[config.mk]
export PLATFORM = sky130hd
export DESIGN_NAME = tdt_ram
export DESIGN_NICKNAME = d
export VERILOG_FILES = /design/src/rtl/tdt_ram.sv
export SDC_FILE = /design/constraint.sdc
export NUM_CORES = 2
export LEC_CHECK = 0
export BUFFER_PORTS_ARGS = -buffer_cell sky130_fd_sc_hd__buf_2
export CAP_MARGIN = 20
export CORE_UTILIZATION = 30
export DETAILED_ROUTE_END_ITERATION = 10
export SLEW_MARGIN = 20
export SYNTH_ARGS = -nofsm -noshare
export SYNTH_HDL_FRONTEND = slang
export SYNTH_SLANG_ARGS = --single-unit
[constraint.sdc]
create_clock -name clk_i -period 3.4 [get_ports clk_i]
set_input_delay 0.68 -clock clk_i [delete_from_list [all_inputs] [get_ports clk_i]]
set_output_delay 0.68 -clock clk_i [all_outputs]
set_load 0.005 [all_outputs]
[src/rtl/tdt_ram.sv]
// Generic single-port-write, single-port-read RAM with registered read data.
// Read data holds while the read enable is low. No dependencies.
module tdt_ram #(
  parameter int Width = 8,
  parameter int Depth = 256
) (
  input  logic                     clk_i,
  input  logic                     we_i,
  input  logic [$clog2(Depth)-1:0] waddr_i,
  input  logic [Width-1:0]         wdata_i,
  input  logic                     re_i,
  input  logic [$clog2(Depth)-1:0] raddr_i,
  output logic [Width-1:0]         rdata_o
);

  logic [Width-1:0] mem_q [Depth];
  logic [Width-1:0] rdata_q;

  always_ff @(posedge clk_i) begin
    if (we_i) begin
      mem_q[waddr_i] <= wdata_i;
    end
    if (re_i) begin
      rdata_q <= mem_q[raddr_i];
    end
  end

  assign rdata_o = rdata_q;

endmodule

======== Word-level counts from Yosys, hierarchy flattened ========
Memory sizes are Yosys's and may differ from the RTL's. A register that Yosys moved wholly into a read port is not among the register bits.
Index checks and enable logic that the tools add are counted.
operators by class
  muxes and demuxes ....................... 2
operator list
  operator  count
  $mux W1   2
storage, ports and cells
  bits in registers ....................... 0
  bits in writable memories ............... 2048
  bits of input ports ..................... 27
  output and inout port bits .............. 8
  logic and storage cells ................. 3
  memories ................................ 1
memories
  memory  depth  width  read ports  clocked after memory_dff  write ports  line  source
  mem_q   256    8      1           1                         1            16    logic [Width-1:0] mem_q [Depth];

======== Longest topological paths before layout ========
  depth after elaboration ................. 2
  mapped depth ............................ 11
  depth with buffers taken out ............ 6

======== Worst setup path before layout ========
OpenSTA, ideal clock, no wires.
  kind .................................... in2reg
  start point ............................. in raddr_i[0]
  end point ............................... reg rdata_q[2], in the netlist rdata_o[2] (read register of mem_q), data pin
  library setup time ...................... 0.269 ns
  arrival time ............................ 2.487 ns
  data required time ...................... 3.131 ns
  slack ................................... 0.644 ns
  stages on the path ...................... 9
  buffers on the path ..................... 4
  path through ............................ buf_6 > buf_12 > buf_8 > buf_2 > mux4_2 > a22oi_1 > a21oi_1 > nor4_1 > nor4_2
RTL lines
  item                line  source
  start: declaration  12    input logic [$clog2(Depth)-1:0] raddr_i,
  end: declaration    17    logic [Width-1:0] rdata_q;

==> metrics.yaml <==
global_route:
  antenna_found_initial: 16
  grt_usage_pct: 15.3
  first_global_vias: 41000
  grt_start_max_net_pins: 105
  globalRouteMet3Util_pct: 2.51
  met1_usage_pct: 21.0
  grt_pass1_wl_um: 297000
  grt_busiest_layer: "met2"
  grt_remaining_overflow: 0
  groute.layer.met2.usage_pct: 25.2
timing:
  fmax_mhz: 321
  maxSlewViolCount: 0
  slew_headroom_pct: 21.6
  layout_setup_ws_ns: 0.285
  fin_worst_skew_ns: 0.0504
  post-route-min-period_ns: 3.12
  rsz0062_at_grt: "no"
  tightest_slew_ns: 1.16
  setup_viol: 0
  hold_ws_ns: 0.276
  min_period_over_period_pct: 91.6
  report.final.hold_viol_count: 0
synth:
  synth_largest_area_cell: "sky130_fd_sc_hd__edfxtp_1"
  synth-seq-area-share_pct: 77.5
  synth_area_per_cell_sq_um: 21.3
  yosys_register_bits: 2056
  synth-async-reset-ratio_pct: 0
  synth_commonest_cells: "sky130_fd_sc_hd__edfxtp_1, sky130_fd_sc_hd__mux4_2, sky130_fd_sc_hd__nor2_1"
  synthesis.nets: 3760
  yosysWarningCount: 0
  synth-edff-count: 2056
  netlist_instances: 3733
  ys_dominant_reg_cell: "sky130_fd_sc_hd__edfxtp_1"
  synth.top_cell.area_share_pct: 77.5
  post-synth-top-count-cell: "sky130_fd_sc_hd__edfxtp_1"
  netlist_area_sq_um: 79600
  yosys.cell_types.count: 54
  yosys-top-cells-area: "sky130_fd_sc_hd__edfxtp_1, sky130_fd_sc_hd__mux4_2, sky130_fd_sc_hd__mux2i_1"
floorplan:
  floorplan.initialDensity_pct: 30.3
  die_height_um: 517
  num_io_pins: 35
  rows: 188
  die_x_um: 517
  core_sq_um: 263000
  die_area_sq_um: 268000
clocking:
  ctsLongestPathBuffers: 3
  path_clk_slew_ns: 0.06
  cts.htree.levels: 4
  worst_skew_pair.late_latency_ns: 0.84
  hold_buffers: 0
  cts_inserted_buffers: 205
  post_cts_resized: 0
  clock-sinks: 2056
  cts_post_setup_buffers_inserted: 0
  cts_root_buf: "sky130_fd_sc_hd__clkbuf_16"
  tritoncts: "yes"
place:
  gp_congestion: 0.839
  port-buffer-count: 34
  dp_cells: 7605
  place.detailed.hpwl_um: 132000
  pre_cts_ws_ns: -0.618
cells_and_area:
  share_of_final_layout_standard_cells_stronger_than_drive_strength_1_pct: 30.2
  finalNetCount: 4324
  area_delta_synth_final_pct: 18.6
  final_cell_count_no_fill: 7992
  fin_util_pct: 35.9
worst_setup_path:
  timing.setup.critical_path_class: "in2reg"
  crit_path_end: "rdata_o[0]$_DFFE_PP_"
  highest_net_fanout_along_the_worst_path: 12
  worstReg2RegStart: "mem_q[67][1]$_DFFE_PP_"
  worstReg2RegEnd: "rdata_o[1]$_DFFE_PP_"
  cp.arrival_ns: 3.69
  timing.critical_path.from: "raddr_i[0]"
  reg2reg_depth: 6
  start_kind: "input port"
  capturing_element_type_of_the_critical_path: "register"
  rrSetupSlack_ns: 0.40
  cp.required_ns: 3.97
outcome:
  run_status: "finished clean"
routing:
  drtIter0Drc: 4817
  via_per_inst: 5.06
  drt-wirelength-per-cell_um: 25.7
  detail_route.drc_violations: 0
  via_count: 40400
  detail_route.first_pass.iterations: 5
  drtAntennaViolNets: 0
  drt-total-wl_um: 206000
job:
  timing.max_cap.violations: 0
power_and_ir_drop:
  max-vdd-ir-drop_uv: 516
  cellLeakagePower_nw: 29.7
  areal_power_density_over_the_cells_nw_per_um2: 560
hold_path:
  hold_crit_class: "in2reg"
critical path: stages:
cell	delay (ns)
sky130_fd_sc_hd__buf_8	0.15
sky130_fd_sc_hd__buf_12	0.20
sky130_fd_sc_hd__buf_4	0.28
sky130_fd_sc_hd__mux4_2	0.56
sky130_fd_sc_hd__mux4_2	0.47
sky130_fd_sc_hd__nor2_1	0.11
sky130_fd_sc_hd__a2111oi_0	0.07
sky130_fd_sc_hd__nor3_1	0.83
sky130_fd_sc_hd__buf_4	0.25
sky130_fd_sc_hd__nor4_2	0.04
worst min path at each step:
stage                                startpoint                      to  slack, ns  cells past startpoint
final                                wdata_i[0]  mem_q[87][0]$_DFFE_PP_       0.28                      1
after detailed placement             wdata_i[3]  mem_q[78][3]$_DFFE_PP_       1.14                      1
after global routing                 wdata_i[0]  mem_q[87][0]$_DFFE_PP_       0.25                      1
after CTS                            wdata_i[0]  mem_q[84][0]$_DFFE_PP_       0.21                      1
after global placement    mem_q[6][0]$_DFFE_PP_    rdata_o[0]$_DFFE_PP_       1.11                      5
after floorplan                      wdata_i[0]   mem_q[0][0]$_DFFE_PP_       0.78                      0
report_power, final:
| part | switching (mW) | internal (mW) | leakage [nW] |
|---|---|---|---|
| Combinational | 1.71 | 1.06 | 8.06 |
| Sequential | 0.0423 | 28.0 | 18.5 |
| Clock | 9.78 | 12.3 | 3.18 |
sequential cells by signal (all words and copies together), names as in the netlist:
signal	flops
mem_q	2048
rdata_o	8
metal layers:
metal,share of wire [%],vias to the layer above
met5,0.013,-
met4,2.6,4
met3,7.4,284
met2,49,1681
met1,41,21600
li1,-,16900
placed cells by master, fill, tap and decap left out, types with 4 or more instances in the layout:
| cell type | instances |
|---|---|
| sky130_fd_sc_hd__nand2b_1 | 8 |
| sky130_fd_sc_hd__o22a_1 | 5 |
| sky130_fd_sc_hd__clkbuf_1 | 48 |
| sky130_fd_sc_hd__mux4_2 | 454 |
| sky130_fd_sc_hd__clkinv_16 | 11 |
| sky130_fd_sc_hd__a221oi_1 | 13 |
| sky130_fd_sc_hd__clkbuf_16 | 205 |
| sky130_fd_sc_hd__o22ai_1 | 28 |
| sky130_fd_sc_hd__bufinv_16 | 15 |
| sky130_fd_sc_hd__nor2_1 | 279 |
| sky130_fd_sc_hd__clkinv_1 | 51 |
| sky130_fd_sc_hd__mux2i_1 | 134 |
| sky130_fd_sc_hd__a21oi_1 | 96 |
| sky130_fd_sc_hd__buf_8 | 10 |
| sky130_fd_sc_hd__a22o_1 | 8 |
| sky130_fd_sc_hd__a211oi_1 | 16 |
| sky130_fd_sc_hd__diode_2 | 7 |
| sky130_fd_sc_hd__buf_12 | 57 |
| sky130_fd_sc_hd__and2_1 | 6 |
| sky130_fd_sc_hd__nand3_1 | 34 |
| sky130_fd_sc_hd__nor2b_1 | 28 |
| sky130_fd_sc_hd__nand2_1 | 33 |
| sky130_fd_sc_hd__o32ai_1 | 4 |
| sky130_fd_sc_hd__nand4_1 | 10 |
| sky130_fd_sc_hd__buf_4 | 501 |
| sky130_fd_sc_hd__o21ai_0 | 10 |
| sky130_fd_sc_hd__clkinvlp_4 | 9 |
| sky130_fd_sc_hd__a22oi_1 | 133 |
| sky130_fd_sc_hd__edfxtp_1 | 2056 |
| sky130_fd_sc_hd__nor4_2 | 5 |
| sky130_fd_sc_hd__or2_2 | 4 |
| sky130_fd_sc_hd__nor4_1 | 22 |
| sky130_fd_sc_hd__o211ai_1 | 10 |
| sky130_fd_sc_hd__o221ai_1 | 46 |
| sky130_fd_sc_hd__nor3_1 | 21 |
| sky130_fd_sc_hd__buf_2 | 22 |
| sky130_fd_sc_hd__clkinv_2 | 35 |
stage by stage:
stage / total power, mW / TNS [ns] / area, sq um
4_1_cts: 53.3 / 0 / 94400
6_report: 52.9 / 0 / 94400
2_1_floorplan: 29.9 / 0 / 79600
5_1_grt: 54.3 / 0 / 94400
3_5_place_dp: 31.3 / -3.31 / 87800
3_3_place_gp: 31.3 / -3.86 / 87800
layout make-up:
class | count | area [sq um]
Fill cell | 24000 | 169000
Sequential cell | 2056 | 61700
Multi-Input combinational cell | 1442 | 16500
Clock buffer | 253 | 5310
Timing Repair Buffer | 590 | 5160
Tap cell | 3515 | 4400
Clock inverter | 127 | 1310
Antenna cell | 7 | 17.5
Inverter | 2 | 7.51
cell families (layout without fill, tap and decap cells):
| group | count (synthesis) | in the layout | share of synthesized area (%) |
|---|---|---|---|
| AOI/OAI and AO/OA | 385 | 385 | 3.42 |
| buffers and inverters | 235 | 972 | 1.83 |
| DFF | 2056 | 2056 | 77.5 |
| muxes | 591 | 591 | 14.6 |
| other | 0 | 7 | 0 |
| and+or+nand+nor | 466 | 466 | 2.63 |
No activity file was read; power rests on OpenSTA's default activity.
